`src/rtl/dssl_pkg.sv`:
```
// shared types and constants for the d-pad stick slew limiter
package dssl_pkg;

    // full-scale axis value in whole units
    localparam int AXIS_MAX = 1000;

    // width of every axis field on the ports
    localparam int AXIS_W = 11;

    // width of the magnitude registers
    localparam int MAG_W = 10;

    // width of the ramp time register
    localparam int RAMP_W = 14;

    // width of the elapsed time field
    localparam int DT_W = 12;

    // 1000 * 4095 fits in this many bits
    localparam int SCALED_DT_W = 22;

    // configuration register indexes
    typedef enum logic [2:0] {
        REG_PITCH_MAG    = 3'd0,
        REG_ROLL_MAG     = 3'd1,
        REG_YAW_MAG      = 3'd2,
        REG_THROTTLE_MAG = 3'd3,
        REG_RAMP_TIME    = 3'd4,
        REG_LR_IS_ROLL   = 3'd5,
        REG_NEUTRAL      = 3'd6
    } reg_idx_t;

    // per-lane control from the sequencer
    typedef struct packed {
        logic upd;     // take the new value this cycle
        logic centre;  // force the value to zero
        logic inc;     // positive direction held
        logic dec;     // negative direction held
    } lane_ctl_t;

endpackage

```
`src/rtl/dssl_div.sv`:
```
// restoring divider, one quotient bit per cycle
module dssl_div import dssl_pkg::*; #(
    parameter int NUM_W = 30
) (
    input  logic                aclk,
    input  logic                aresetn,
    input  logic                start,
    input  logic [NUM_W-1:0]    num,
    input  logic [RAMP_W-1:0]   den,
    output logic                done,
    output logic [NUM_W-1:0]    quo,
    output logic [RAMP_W-1:0]   rem
);

    localparam int CNT_W = $clog2(NUM_W + 1);

    logic              busy_reg;
    logic              done_reg;
    logic [CNT_W-1:0]  cnt_reg;
    logic [NUM_W-1:0]  quo_reg, quo_next;
    logic [RAMP_W-1:0] rem_reg, rem_next;
    logic [RAMP_W:0]   trial;
    logic              fits;

    always_comb begin
        trial    = {rem_reg, quo_reg[NUM_W-1]};
        fits     = trial >= {1'b0, den};
        rem_next = fits ? RAMP_W'(trial - {1'b0, den}) : trial[RAMP_W-1:0];
        quo_next = {quo_reg[NUM_W-2:0], fits};
    end

    always_ff @(posedge aclk) begin
        if (!aresetn) begin
            busy_reg <= 1'b0;
            done_reg <= 1'b0;
            cnt_reg  <= '0;
        end else begin
            done_reg <= 1'b0;
            if (start) begin
                busy_reg <= 1'b1;
                cnt_reg  <= CNT_W'(NUM_W);
            end else if (busy_reg) begin
                cnt_reg <= cnt_reg - CNT_W'(1);
                if (cnt_reg == CNT_W'(1)) begin
                    busy_reg <= 1'b0;
                    done_reg <= 1'b1;
                end
            end
        end
    end

    always_ff @(posedge aclk) begin
        if (start) begin
            quo_reg <= num;
            rem_reg <= '0;
        end else if (busy_reg) begin
            quo_reg <= quo_next;
            rem_reg <= rem_next;
        end
    end

    assign done = done_reg;
    assign quo  = quo_reg;
    assign rem  = rem_reg;

endmodule

```
`src/rtl/dssl_lane.sv`:
```
// one axis: target, bounded step toward it, rounded readout
module dssl_lane import dssl_pkg::*; #(
    parameter int FRAC_BITS = 8
) (
    input  logic                       aclk,
    input  logic                       aresetn,
    input  lane_ctl_t                  ctl,
    input  logic [MAG_W-1:0]           mag,
    input  logic [FRAC_BITS+11:0]      step_up,
    input  logic [FRAC_BITS+11:0]      step_dn,
    output logic signed [AXIS_W-1:0]   rounded
);

    localparam int VW = FRAC_BITS + 11;  // signed value width
    localparam int SW = FRAC_BITS + 12;  // step and distance width

    logic signed [VW-1:0] value_reg, value_next;
    logic [MAG_W-1:0]     mag_sat;
    logic signed [VW-1:0] mag_q;
    logic signed [VW-1:0] target;
    logic [VW-1:0]        abs_t, abs_v;
    logic [SW-1:0]        step;
    logic signed [SW:0]   v_ext, t_ext, delta;
    logic [SW-1:0]        adelta;
    logic [VW-1:0]        rnd_sum;
    logic [AXIS_W-1:0]    rnd_mag;

    always_comb begin
        mag_sat = (mag > MAG_W'(AXIS_MAX)) ? MAG_W'(AXIS_MAX) : mag;
        mag_q   = {1'b0, mag_sat, {FRAC_BITS{1'b0}}};
        if (ctl.inc && !ctl.dec) begin
            target = mag_q;
        end else if (ctl.dec && !ctl.inc) begin
            target = -mag_q;
        end else begin
            target = '0;
        end

        abs_t = target[VW-1] ? VW'(-target) : VW'(target);
        abs_v = value_reg[VW-1] ? VW'(-value_reg) : VW'(value_reg);
        // falling magnitude moves at double rate
        step  = (abs_t > abs_v) ? step_up : step_dn;

        v_ext  = {{2{value_reg[VW-1]}}, value_reg};
        t_ext  = {{2{target[VW-1]}}, target};
        delta  = t_ext - v_ext;
        adelta = delta[SW] ? SW'(-delta) : delta[SW-1:0];

        if (adelta <= step) begin
            value_next = target;
        end else if (!delta[SW]) begin
            value_next = VW'(v_ext + $signed({1'b0, step}));
        end else begin
            value_next = VW'(v_ext - $signed({1'b0, step}));
        end

        // round half away from zero
        rnd_sum = abs_v + (VW'(1) << (FRAC_BITS - 1));
        rnd_mag = rnd_sum[FRAC_BITS+AXIS_W-1:FRAC_BITS];
        rounded = value_reg[VW-1] ? $signed(-rnd_mag) : $signed(rnd_mag);
    end

    always_ff @(posedge aclk) begin
        if (!aresetn) begin
            value_reg <= '0;
        end else if (ctl.upd) begin
            value_reg <= ctl.centre ? '0 : value_next;
        end
    end

endmodule

```
`src/rtl/dssl_merge.sv`:
```
// joins the lane readouts, applies throttle neutral and holds the result beat
module dssl_merge import dssl_pkg::*; (
    input  logic                      aclk,
    input  logic                      aresetn,
    input  logic                      load,
    input  logic signed [AXIS_W-1:0]  pitch_r,
    input  logic signed [AXIS_W-1:0]  roll_r,
    input  logic signed [AXIS_W-1:0]  yaw_r,
    input  logic signed [AXIS_W-1:0]  throttle_r,
    input  logic signed [AXIS_W-1:0]  neutral,
    output logic                      m_valid,
    input  logic                      m_ready,
    output logic signed [AXIS_W-1:0]  m_pitch_out,
    output logic signed [AXIS_W-1:0]  m_roll_out,
    output logic signed [AXIS_W-1:0]  m_yaw_out,
    output logic signed [AXIS_W-1:0]  m_throttle_z
);

    logic signed [AXIS_W:0]   z_sum;
    logic signed [AXIS_W-1:0] z_clamp;
    logic                     valid_reg;
    logic signed [AXIS_W-1:0] pitch_reg, roll_reg, yaw_reg, thr_reg;

    always_comb begin
        z_sum = {neutral[AXIS_W-1], neutral} + {throttle_r[AXIS_W-1], throttle_r};
        if (z_sum > (AXIS_W+1)'(AXIS_MAX)) begin
            z_clamp = AXIS_W'(AXIS_MAX);
        end else if (z_sum < -(AXIS_W+1)'(AXIS_MAX)) begin
            z_clamp = -AXIS_W'(AXIS_MAX);
        end else begin
            z_clamp = z_sum[AXIS_W-1:0];
        end
    end

    always_ff @(posedge aclk) begin
        if (!aresetn) begin
            valid_reg <= 1'b0;
        end else if (load) begin
            valid_reg <= 1'b1;
        end else if (m_ready) begin
            valid_reg <= 1'b0;
        end
    end

    always_ff @(posedge aclk) begin
        if (load) begin
            pitch_reg <= pitch_r;
            roll_reg  <= roll_r;
            yaw_reg   <= yaw_r;
            thr_reg   <= z_clamp;
        end
    end

    assign m_valid      = valid_reg;
    assign m_pitch_out  = pitch_reg;
    assign m_roll_out   = roll_reg;
    assign m_yaw_out    = yaw_reg;
    assign m_throttle_z = thr_reg;

endmodule

```
`src/rtl/dpad_stick_slew_limiter_core.sv`:
```
// top level of the d-pad stick slew limiter
//
// s_ channel: one beat per control tick carrying the button states, the
// elapsed milliseconds and a centre request. m_ channel: one beat per input
// beat with rounded pitch, roll and yaw and the neutral-offset throttle.
// The apb port holds the seven setup registers at byte address 4*index;
// write them only while no tick is in flight.
//
// each tick runs from input beat to result beat through the serial divider
// that forms the step size 1000*dt/ramp, one quotient bit per cycle over
// 22+FRAC_BITS numerator bits, then through the lane update and output
// load states. the divider is shared: its
// quotient and remainder give both the rising and the double-rate falling
// step, and four axis lanes then move in parallel.
// a new tick is taken once the previous one has reached the output register,
// even if that result beat is still waiting; a stalled receiver holds the
// block only when a second result is ready to be loaded.
// reset zeroes all axis values, loads the register defaults and empties the
// output register.
module dpad_stick_slew_limiter_core import dssl_pkg::*; #(
    parameter int FRAC_BITS = 8
) (
    input  logic                      aclk,
    input  logic                      aresetn,
    // apb setup port
    input  logic                      psel,
    input  logic                      penable,
    input  logic                      pwrite,
    input  logic [4:0]                paddr,
    input  logic [31:0]               pwdata,
    output logic [31:0]               prdata,
    output logic                      pready,
    // tick input
    input  logic                      s_valid,
    output logic                      s_ready,
    input  logic                      s_select_held,
    input  logic                      s_a_held,
    input  logic                      s_b_held,
    input  logic                      s_up_held,
    input  logic                      s_down_held,
    input  logic                      s_left_held,
    input  logic                      s_right_held,
    input  logic                      s_slide_on,
    input  logic [DT_W-1:0]           s_elapsed_ms,
    input  logic                      s_centre_now,
    // result output
    output logic                      m_valid,
    input  logic                      m_ready,
    output logic signed [AXIS_W-1:0]  m_pitch_out,
    output logic signed [AXIS_W-1:0]  m_roll_out,
    output logic signed [AXIS_W-1:0]  m_yaw_out,
    output logic signed [AXIS_W-1:0]  m_throttle_z
);

    localparam int NUM_W = SCALED_DT_W + FRAC_BITS;  // divider numerator
    localparam int SW    = FRAC_BITS + 12;           // saturated step width

    typedef enum logic [2:0] {
        ST_IDLE,
        ST_DIV,
        ST_UPD,
        ST_LOAD
    } state_t;

    // setup registers
    logic [MAG_W-1:0]          pitch_mag_reg, roll_mag_reg, yaw_mag_reg, thr_mag_reg;
    logic [RAMP_W-1:0]         ramp_reg;
    logic                      lr_roll_reg;
    logic signed [AXIS_W-1:0]  neutral_reg;
    logic                      cfg_wr;
    reg_idx_t                  cfg_idx;

    // sequencer
    state_t                    state_reg;
    logic                      accept;
    logic                      centre_reg;
    logic [3:0]                inc_reg, dec_reg;
    logic [3:0]                inc_next, dec_next;
    logic                      strafe;
    logic [SW-1:0]             step_up_reg, step_dn_reg;
    logic                      lanes_upd;
    logic                      out_load;

    // divider
    logic [RAMP_W-1:0]         ramp_eff;
    logic [SCALED_DT_W-1:0]    dt_scaled;
    logic [NUM_W-1:0]          div_num;
    logic                      div_done;
    logic [NUM_W-1:0]          div_quo;
    logic [RAMP_W-1:0]         div_rem;
    logic [NUM_W:0]            quo_dbl;
    logic [SW-1:0]             step_up_sat, step_dn_sat;

    // lanes: pitch, roll, yaw, throttle
    lane_ctl_t                 lane_ctl [4];
    logic [MAG_W-1:0]          lane_mag [4];
    logic signed [AXIS_W-1:0]  lane_rnd [4];

    // ---------------- apb setup port ----------------
    assign pready  = 1'b1;
    assign cfg_idx = reg_idx_t'(paddr[4:2]);
    assign cfg_wr  = psel && penable && pwrite;

    always_ff @(posedge aclk) begin
        if (!aresetn) begin
            pitch_mag_reg <= MAG_W'(500);
            roll_mag_reg  <= MAG_W'(500);
            yaw_mag_reg   <= MAG_W'(500);
            thr_mag_reg   <= MAG_W'(500);
            ramp_reg      <= RAMP_W'(400);
            lr_roll_reg   <= 1'b0;
            neutral_reg   <= '0;
        end else if (cfg_wr) begin
            unique case (cfg_idx)
                REG_PITCH_MAG:    pitch_mag_reg <= pwdata[MAG_W-1:0];
                REG_ROLL_MAG:     roll_mag_reg  <= pwdata[MAG_W-1:0];
                REG_YAW_MAG:      yaw_mag_reg   <= pwdata[MAG_W-1:0];
                REG_THROTTLE_MAG: thr_mag_reg   <= pwdata[MAG_W-1:0];
                REG_RAMP_TIME:    ramp_reg      <= pwdata[RAMP_W-1:0];
                REG_LR_IS_ROLL:   lr_roll_reg   <= pwdata[0];
                REG_NEUTRAL:      neutral_reg   <= pwdata[AXIS_W-1:0];
                default: ;
            endcase
        end
    end

    always_comb begin
        unique case (cfg_idx)
            REG_PITCH_MAG:    prdata = 32'(pitch_mag_reg);
            REG_ROLL_MAG:     prdata = 32'(roll_mag_reg);
            REG_YAW_MAG:      prdata = 32'(yaw_mag_reg);
            REG_THROTTLE_MAG: prdata = 32'(thr_mag_reg);
            REG_RAMP_TIME:    prdata = 32'(ramp_reg);
            REG_LR_IS_ROLL:   prdata = 32'(lr_roll_reg);
            REG_NEUTRAL:      prdata = 32'(neutral_reg);
            default:          prdata = '0;
        endcase
    end

    // ---------------- tick intake ----------------
    assign s_ready = (state_reg == ST_IDLE);
    assign accept  = s_valid && s_ready;

    // left/right go to roll when the slide switch differs from the mode bit
    always_comb begin
        strafe   = s_slide_on ^ lr_roll_reg;
        inc_next = '0;
        dec_next = '0;
        if (!s_select_held) begin
            inc_next[0] = s_a_held;
            dec_next[0] = s_b_held;
            inc_next[1] = strafe && s_right_held;
            dec_next[1] = strafe && s_left_held;
            inc_next[2] = !strafe && s_right_held;
            dec_next[2] = !strafe && s_left_held;
            inc_next[3] = s_up_held;
            dec_next[3] = s_down_held;
        end
    end

    // step numerator: 1000 * dt in q format
    assign ramp_eff  = (ramp_reg == '0) ? RAMP_W'(1) : ramp_reg;
    assign dt_scaled = SCALED_DT_W'(s_elapsed_ms) * SCALED_DT_W'(AXIS_MAX);
    assign div_num   = {dt_scaled, {FRAC_BITS{1'b0}}};

    dssl_div #(
        .NUM_W (NUM_W)
    ) u_div (
        .aclk    (aclk),
        .aresetn (aresetn),
        .start   (accept),
        .num     (div_num),
        .den     (ramp_eff),
        .done    (div_done),
        .quo     (div_quo),
        .rem     (div_rem)
    );

    // double-rate step: floor(2n/d) = 2q + (2r >= d); both saturate past any
    // possible distance so the lanes compare on a narrow word
    always_comb begin
        quo_dbl = {div_quo, 1'b0} + (NUM_W+1)'({div_rem, 1'b0} >= {1'b0, ramp_eff});
        step_up_sat = (|div_quo[NUM_W-1:SW]) ? '1 : div_quo[SW-1:0];
        step_dn_sat = (|quo_dbl[NUM_W:SW])   ? '1 : quo_dbl[SW-1:0];
    end

    // ---------------- sequencer ----------------
    assign lanes_upd = (state_reg == ST_UPD);
    assign out_load  = (state_reg == ST_LOAD) && (!m_valid || m_ready);

    always_ff @(posedge aclk) begin
        if (!aresetn) begin
            state_reg <= ST_IDLE;
        end else begin
            unique case (state_reg)
                ST_IDLE: if (accept)   state_reg <= ST_DIV;
                ST_DIV:  if (div_done) state_reg <= ST_UPD;
                ST_UPD:                state_reg <= ST_LOAD;
                ST_LOAD: if (out_load) state_reg <= ST_IDLE;
                default:               state_reg <= ST_IDLE;
            endcase
        end
    end

    always_ff @(posedge aclk) begin
        if (accept) begin
            inc_reg    <= inc_next;
            dec_reg    <= dec_next;
            centre_reg <= s_centre_now;
        end
        if (div_done) begin
            step_up_reg <= step_up_sat;
            step_dn_reg <= step_dn_sat;
        end
    end

    // ---------------- axis lanes ----------------
    assign lane_mag[0] = pitch_mag_reg;
    assign lane_mag[1] = roll_mag_reg;
    assign lane_mag[2] = yaw_mag_reg;
    assign lane_mag[3] = thr_mag_reg;

    for (genvar i = 0; i < 4; i++) begin : g_lane
        assign lane_ctl[i] = '{upd: lanes_upd, centre: centre_reg,
                               inc: inc_reg[i], dec: dec_reg[i]};

        dssl_lane #(
            .FRAC_BITS (FRAC_BITS)
        ) u_lane (
            .aclk    (aclk),
            .aresetn (aresetn),
            .ctl     (lane_ctl[i]),
            .mag     (lane_mag[i]),
            .step_up (step_up_reg),
            .step_dn (step_dn_reg),
            .rounded (lane_rnd[i])
        );
    end

    // ---------------- merge and result register ----------------
    dssl_merge u_merge (
        .aclk         (aclk),
        .aresetn      (aresetn),
        .load         (out_load),
        .pitch_r      (lane_rnd[0]),
        .roll_r       (lane_rnd[1]),
        .yaw_r        (lane_rnd[2]),
        .throttle_r   (lane_rnd[3]),
        .neutral      (neutral_reg),
        .m_valid      (m_valid),
        .m_ready      (m_ready),
        .m_pitch_out  (m_pitch_out),
        .m_roll_out   (m_roll_out),
        .m_yaw_out    (m_yaw_out),
        .m_throttle_z (m_throttle_z)
    );

endmodule
```
`config.mk`:
```
export PLATFORM = sky130hd
export DESIGN_NAME = dpad_stick_slew_limiter_core
export DESIGN_NICKNAME = d
export VERILOG_FILES = /design/src/rtl/dssl_pkg.sv /design/src/rtl/dssl_div.sv /design/src/rtl/dssl_lane.sv /design/src/rtl/dssl_merge.sv /design/src/rtl/dpad_stick_slew_limiter_core.sv
export SDC_FILE = /design/constraint.sdc
export NUM_CORES = 2
export LEC_CHECK = 0
export BUFFER_PORTS_ARGS = -buffer_cell sky130_fd_sc_hd__buf_2
export CAP_MARGIN = 20
export CELL_PAD_IN_SITES_DETAIL_PLACEMENT = 0
export CELL_PAD_IN_SITES_GLOBAL_PLACEMENT = 2
export CORE_AREA = 5 5 314 316
export DETAILED_ROUTE_END_ITERATION = 10
export DIE_AREA = 0 0 319 321
export GPL_ROUTABILITY_DRIVEN = 0
export GPL_TIMING_DRIVEN = 0
export PLACE_DENSITY = 0.79
export SLEW_MARGIN = 20
export SYNTH_ARGS = -nofsm -noshare
export SYNTH_HDL_FRONTEND = slang
export SYNTH_SLANG_ARGS = --single-unit
```
`constraint.sdc`:
```
create_clock -name aclk -period 13 [get_ports aclk]
set_clock_uncertainty 0.05 [all_clocks]
set_input_delay 3.25 -clock aclk [delete_from_list [all_inputs] [get_ports aclk]]
set_output_delay 3.25 -clock aclk [all_outputs]
set_load 0.05 [all_outputs]
```
## Word-level counts from Yosys, hierarchy flattened

Index checks and enable logic that the tools add are counted.

- Add/subtract/negate cells: 40
- Eq/ne operators: 13
- Order comparisons: 16
- Bitwise gates (word level): 3
- Reduce and logical (&&, ||, !) cells: 45
- Muxes and demuxes: 62
- $mul: 1

Operators with widths:

| cell | count |
|---|---|
| $mux 19 | 28 |
| $pmux 32 s7 | 1 |
| $mux 20 | 8 |
| $neg 19->19 | 8 |
| $le 20x20->1 | 4 |
| $neg 20->20 | 4 |
| $sub 19x19->20 | 4 |
| $add 19x19->19 | 4 |
| $add 19x8->19 const B | 4 |
| $gt 19x19->1 | 4 |
| $neg 18->19 | 4 |
| $sub 19x19->19 | 4 |
| $mux 30 | 2 |
| $mux 11 | 5 |
| $neg 11->11 | 4 |
| $gt 10x10->1 const B | 4 |
| $mux 10 | 4 |
| $add 31x1->31 | 1 |
| $ge 15x14->1 | 2 |
| $mux 14 | 2 |
| $mul 12x7->19 const B | 1 |
| $logic_and 1x1->1 | 16 |
| $logic_not 14->1 | 1 |
| $reduce_and 2->1 | 7 |
| 26 further kinds | 54 |

- Bits in registers: 290
- Output and inout bits: 79

## Longest topological paths before layout

- Depth in word-level cells: 13
- Mapped depth: 43
- Depth with buffers taken out: 38

## Cells and area by module

A second synthesis with hierarchy kept.

- Cell total of the unflattened synthesis: 4428
- Area, all modules: 35265.1 µm²

Modules (own cells, without submodules):

| module | area each (µm²) | cells each | times used |
|---|---|---|---|
| dssl_lane at g_lane[0].u_lane ... | 5582.9 | 789 | 2 |
| dpad_stick_slew_limiter_core | 7556.0 | 782 | 1 |
| dssl_lane at g_lane[1].u_lane | 5825.6 | 853 | 1 |
| dssl_lane at g_lane[3].u_lane | 5590.4 | 778 | 1 |
| dssl_div | 2904.0 | 276 | 1 |
| dssl_merge | 2223.4 | 161 | 1 |

## Least setup slack after synthesis

No wires, ideal clock.

- Kind: input -> output
- From: input paddr[3]
- To: output prdata[15]
- Setup slack: 3.714 ns
- Data required time: 9.700 ns
- Stages on the path: 6
- Arrival time: 5.986 ns
- Cells stage by stage: buf_1 > clkbuf_1 > clkbuf_1 > nand2_1 > nor2_1 > buf_4

- Cells in the longest elaborated chain, start to end: 2
- Elaborated cells between the ends (all ways): 8

Ends and longest elaborated chain:

| item | RTL line | source |
|---|---|---|
| start, declared | dpad_stick_slew_limiter_core.sv:29 | `input logic [4:0] paddr,` |
| $eq 3x3->1 (tied with other cells) | dpad_stick_slew_limiter_core.sv:128 | `unique case (cfg_idx)` |
| $pmux 32 s7 (*) | dpad_stick_slew_limiter_core.sv:128 |  |
| end, declared | dpad_stick_slew_limiter_core.sv:31 | `output logic [31:0] prdata,` |

Mark *: on every way between the ends. The rest lies on a longest branch, timed or not.

## Final worst setup path

- From: register pitch_mag_reg[8]
- To: register g_lane[0].u_lane.value_reg[16]

- Cells in the longest elaborated chain, start to end: 13
- Elaborated cells between the ends (all ways): 18

Ends and longest elaborated chain:

| item | RTL line | source |
|---|---|---|
| start, declared | dpad_stick_slew_limiter_core.sv:66 | `logic [MAG_W-1:0] pitch_mag_reg, roll_mag_reg, yaw_mag_reg, thr_mag_reg;` |
| start signal, assigned | dpad_stick_slew_limiter_core.sv:115 | `REG_PITCH_MAG: pitch_mag_reg <= pwdata[MAG_W-1:0];` |
| $gt 10x10->1 | dssl_lane.sv:29 | `mag_sat = (mag > MAG_W'(AXIS_MAX)) ? MAG_W'(AXIS_MAX) : mag;` |
| $mux 10 (*) | dssl_lane.sv:29 |  |
| $neg 18->19 | dssl_lane.sv:34 | `target = -mag_q;` |
| $mux 19 | dssl_lane.sv:33 | `end else if (ctl.dec && !ctl.inc) begin` |
| $mux 19 (*) | dssl_lane.sv:31 | `if (ctl.inc && !ctl.dec) begin` |
| $neg 19->19 | dssl_lane.sv:39 | `abs_t = target[VW-1] ? VW'(-target) : VW'(target);` |
| $mux 19 | dssl_lane.sv:39 |  |
| $gt 19x19->1 | dssl_lane.sv:42 | `step = (abs_t > abs_v) ? step_up : step_dn;` |
| $mux 20 | dssl_lane.sv:42 |  |
| $add 19x19->19 or $sub 19x19->19 (tied branches) | dssl_lane.sv:52, dssl_lane.sv:54 |  |
| $mux 19 | dssl_lane.sv:51 | `end else if (!delta[SW]) begin` |
| $mux 19 (*) | dssl_lane.sv:49 | `if (adelta <= step) begin` |
| $mux 19 (*) | dssl_lane.sv:67 | `value_reg <= ctl.centre ? '0 : value_next;` |
| end signal, assigned | dssl_lane.sv:67 |  |
| end, declared | dssl_lane.sv:17 | `logic signed [VW-1:0] value_reg, value_next;` |

Marked as above.
A chain may end at the register's enable or synchronous reset.

==> reports/qor.csv <==
stage,metric,value,unit
run_status,outcome,"finished, final reports clean",
clock_tree,Post-CTS Resized,0,
setup_path,critical path class,flop to flop,
sta,remaining max-slew budget at the tightest pin,23.5,%
detailed_routing,average vias per placed instance,5.54,
sta,Fmax achieved,94.7,MHz
hold_path,kind of path behind the tightest hold check,flop to flop,
detailed_routing,drc violations,0,
sta,number of failing setup endpoints in the final timing report,0,
logic_synthesis,"count leader, synth",sky130_fd_sc_hd__nand2_1,
hold_path,beginning of the worst hold path,ramp_reg[9],
clock_tree,clock transition at the registers of the reported paths,0.06,ns
logic_synthesis,largest area contributor in the netlist,sky130_fd_sc_hd__ha_1,
flow_run,reported max-cap violation count,0,
cells_and_area,"flip-flop count of the largest register, all copies and words added",76,
cells_and_area,area of all placed cells without fillers,36900,um2
clock_tree,count of hold-fix buffers inserted at cts,0,
place,total half-perimeter wirelength after legalization and detailed placement,96000,um
logic_synthesis,predominant post-synthesis flop cell,sky130_fd_sc_hd__dfxtp_1,
logic_synthesis,post-synthesis cell area,33200,um2
logic_synthesis,Syn Area/Cell,7.95,um2
die,number of core rows,114,
setup_path,highest net fanout along the worst path,10,
power,maximum vdd drop,0.123,mV
sta,number of hold violations in the final report,0,
logic_synthesis,Yosys Warn Count,0,
setup_path,Worst EP arrival,10.99,ns
logic_synthesis,Synth Area in Simple Gates,21.3,%
place,IO Port Bufs,120,
logic_synthesis,biggest area contributors in the synthesized netlist,"sky130_fd_sc_hd__ha_1, sky130_fd_sc_hd__dfxtp_1, sky130_fd_sc_hd__edfxtp_1",
logic_synthesis,number of synthesized register bits,289,
detailed_routing,number of nets with antenna violations after routing,0,
logic_synthesis,main combinational cell family by area after synthesis,simple AND/OR/NAND/NOR gates,
setup_path,"Slowest-stage cell, CP",sky130_fd_sc_hd__o21ai_0,
cells_and_area,non-filler instance count after layout,5655,
setup_path,max incr delay on CP,0.62,ns
setup_path,Critical Path Source,pitch_mag_reg[8],
grt,via count of the first global-routing pass,30132,
grt,GR Util All Layers,23.0,%
clock_tree,clock latency at the later pin of the worst-skew pair,0.63,ns
logic_synthesis,"share of synthesized cell area in full adder, half adder and majority cells",15.5,%
setup_path,reg-to-reg startpoint,pitch_mag_reg[8],
setup_path,kind of cell adding the most delay to the critical path,compound AO/OA/AOI/OAI gates,
detailed_routing,1st-pass router iterations,6,
setup_path,required time worst endpoint,13.43,ns
setup_path,crit end category,flop,
logic_synthesis,async set-reset flop share out of synthesis,0,%
cells_and_area,ratio of cells with drive above 1 in the final layout,8.86,%
die,Placeable Area,95700,um2
sta,final count of pins violating max slew,0,
detailed_routing,detailed-route via count,31332,
die,width of the die,319,um
logic_synthesis,Post-synth EDFFs,112,
grt,number of antenna violations at the first check in global routing,2,
grt,pin count of the biggest net entering global routing,34,
die,I/O pin count,144,
sta,Tightest Pin Transition,1.15,ns
clock_tree,Num Clock Sinks,289,
clock_tree,CTS root buf,sky130_fd_sc_hd__clkbuf_16,
logic_synthesis,Synth Area in Compound Gates,19.5,%
die,floorplan die area,102000,um2
grt,global-route wire length before repair,185000,um
logic_synthesis,share of the synthesized area in the top cell type,12.8,%
power,static leakage,15.2,nW
sta,total negative slack,0,ns
clock_tree,number of levels in the clock H-tree,2,
detailed_routing,detailed router's first-iteration violation count,2351,
logic_synthesis,number of distinct library cell variants in the gate-level netlist after synthesis,102,
power,Cell Pwr Density,301,nW/um2
clock_tree,clk buf depth,3,
grt,total gr overflow,0,
place,worst setup slack before clock tree synthesis,2.71,ns
detailed_routing,final routed wire length divided by cell count,21.6,um
die,effective utilization at floorplan,34.7,%
logic_synthesis,cells after synthesis,4171,
detailed_routing,Detailed Route WL,122000,um
place,instance area at placement,35500,um2
sta,crit path time final,10.56,ns
setup_path,Critical Path Source Type,flop,
logic_synthesis,share of cell area taken by muxes after synthesis,5.94,%
logic_synthesis,share of synthesized area occupied by flip-flops and latches,20.8,%
clock_tree,total CTS buffers,42,
die,vertical extent of the die,321,um
cells_and_area,fill cell total of the finished layout,10070,
logic_synthesis,cell types with the highest counts after synthesis,"sky130_fd_sc_hd__nand2_1, sky130_fd_sc_hd__ha_1, sky130_fd_sc_hd__nor2_1, sky130_fd_sc_hd__xnor2_1, sky130_fd_sc_hd__a21oi_1",
sta,min setup slack post-route,2.44,ns
sta,unrepaired setup endpoints after global routing,false,
setup_path,buffer and inverter count on the worst path,6,
clock_tree,TritonCTS clock tree,built,
clock_tree,post-CTS setup buffers,0,
place,cell total after placement,5578,
cells_and_area,Total Nets Final,4794,
sta,portion of the clock cycle consumed by the worst path in the final layout,81.2,%
cells_and_area,final core utilization,38.6,%
cells_and_area,P&R area growth vs syn,11.4,%
logic_synthesis,xor/xnor share of the synthesized area,11.9,%
-- cell usage in the layout, fill, tap and decap left out, types with 99 or more instances in the layout --
master                     instances
sky130_fd_sc_hd__a21oi_1         264
sky130_fd_sc_hd__buf_2           151
sky130_fd_sc_hd__clkbuf_1        145
sky130_fd_sc_hd__dfxtp_1         176
sky130_fd_sc_hd__edfxtp_1        112
sky130_fd_sc_hd__ha_1            339
sky130_fd_sc_hd__inv_1           202
sky130_fd_sc_hd__mux2i_1         153
sky130_fd_sc_hd__nand2_1         421
sky130_fd_sc_hd__nand3_1          99
sky130_fd_sc_hd__nor2_1          327
sky130_fd_sc_hd__nor3_1          107
sky130_fd_sc_hd__o21ai_0         244
sky130_fd_sc_hd__xnor2_1         303
sky130_fd_sc_hd__xor2_1          143
-- path summary, 6_finish.rpt --
kind	cells past startpoint	endpoint	slack [ns]
worst max-delay path	40	g_lane[0].u_lane.value_reg[16]	2.44
worst min-delay path	2	ramp_reg[9]	0.41
worst min register to register	2	ramp_reg[9]	0.41
worst max register to register	40	g_lane[0].u_lane.value_reg[16]	2.44
-- cells by family after synthesis --
logic type / Yosys count
adder cells (fa/ha/maj): 385
buffers and inverters: 414
AO/OA/AOI/OAI: 1004
AND/OR/NAND/NOR: 1440
other: 2
flip-flops: 289
XOR/XNOR: 448
multiplexers: 189
-- through the flow --
stage                     hold WS (ns)  power [mW]
after floorplan                  0.386        7.71
after global placement           0.394        9.82
after detailed placement         0.399        9.84
after CTS                        0.406        11.1
after global routing             0.448        12.1
final                            0.406        11.1
-- where the power goes --
group | switching [mW] | internal, mW
Combinational | 5.19 | 3.49
Sequential | 0.141 | 1.11
Clock | 0.505 | 0.682
Total | 5.84 | 5.29
-- metal layers --
metal | global-route usage, % | vias up | share of wire [%]
li1 | - | 15330 | -
met1 | 31.2 | 14938 | 46
met2 | 38.4 | 867 | 46
met3 | 3.78 | 197 | 5.6
met4 | 5.67 | 0 | 2.9
met5 | 0 | - | 0
-- layout make-up --
| type | count | area, um2 | share of cell area (%) |
|---|---|---|---|
| tap | 1276 | 1600 | 4.32 |
| buffer | 208 | 903 | 2.45 |
| clock inverter | 27 | 255 | 0.691 |
| timing repair buffer | 128 | 717 | 1.94 |
| sequential | 289 | 6910 | 18.7 |
| multi-input combinational | 3471 | 24700 | 66.8 |
| clock buffer | 49 | 1120 | 3.03 |
| antenna | 1 | 2.50 | 0.00677 |
| inverter | 206 | 773 | 2.09 |
-- worst min-delay path: cells and delay by family, from the launching register on --
family           cells  cell delay, ns
AND/OR/NAND/NOR      1            0.05
flip-flops           1            0.31
AO/OA/AOI/OAI        1            0.05
No activity file was read; power rests on OpenSTA's default activity.
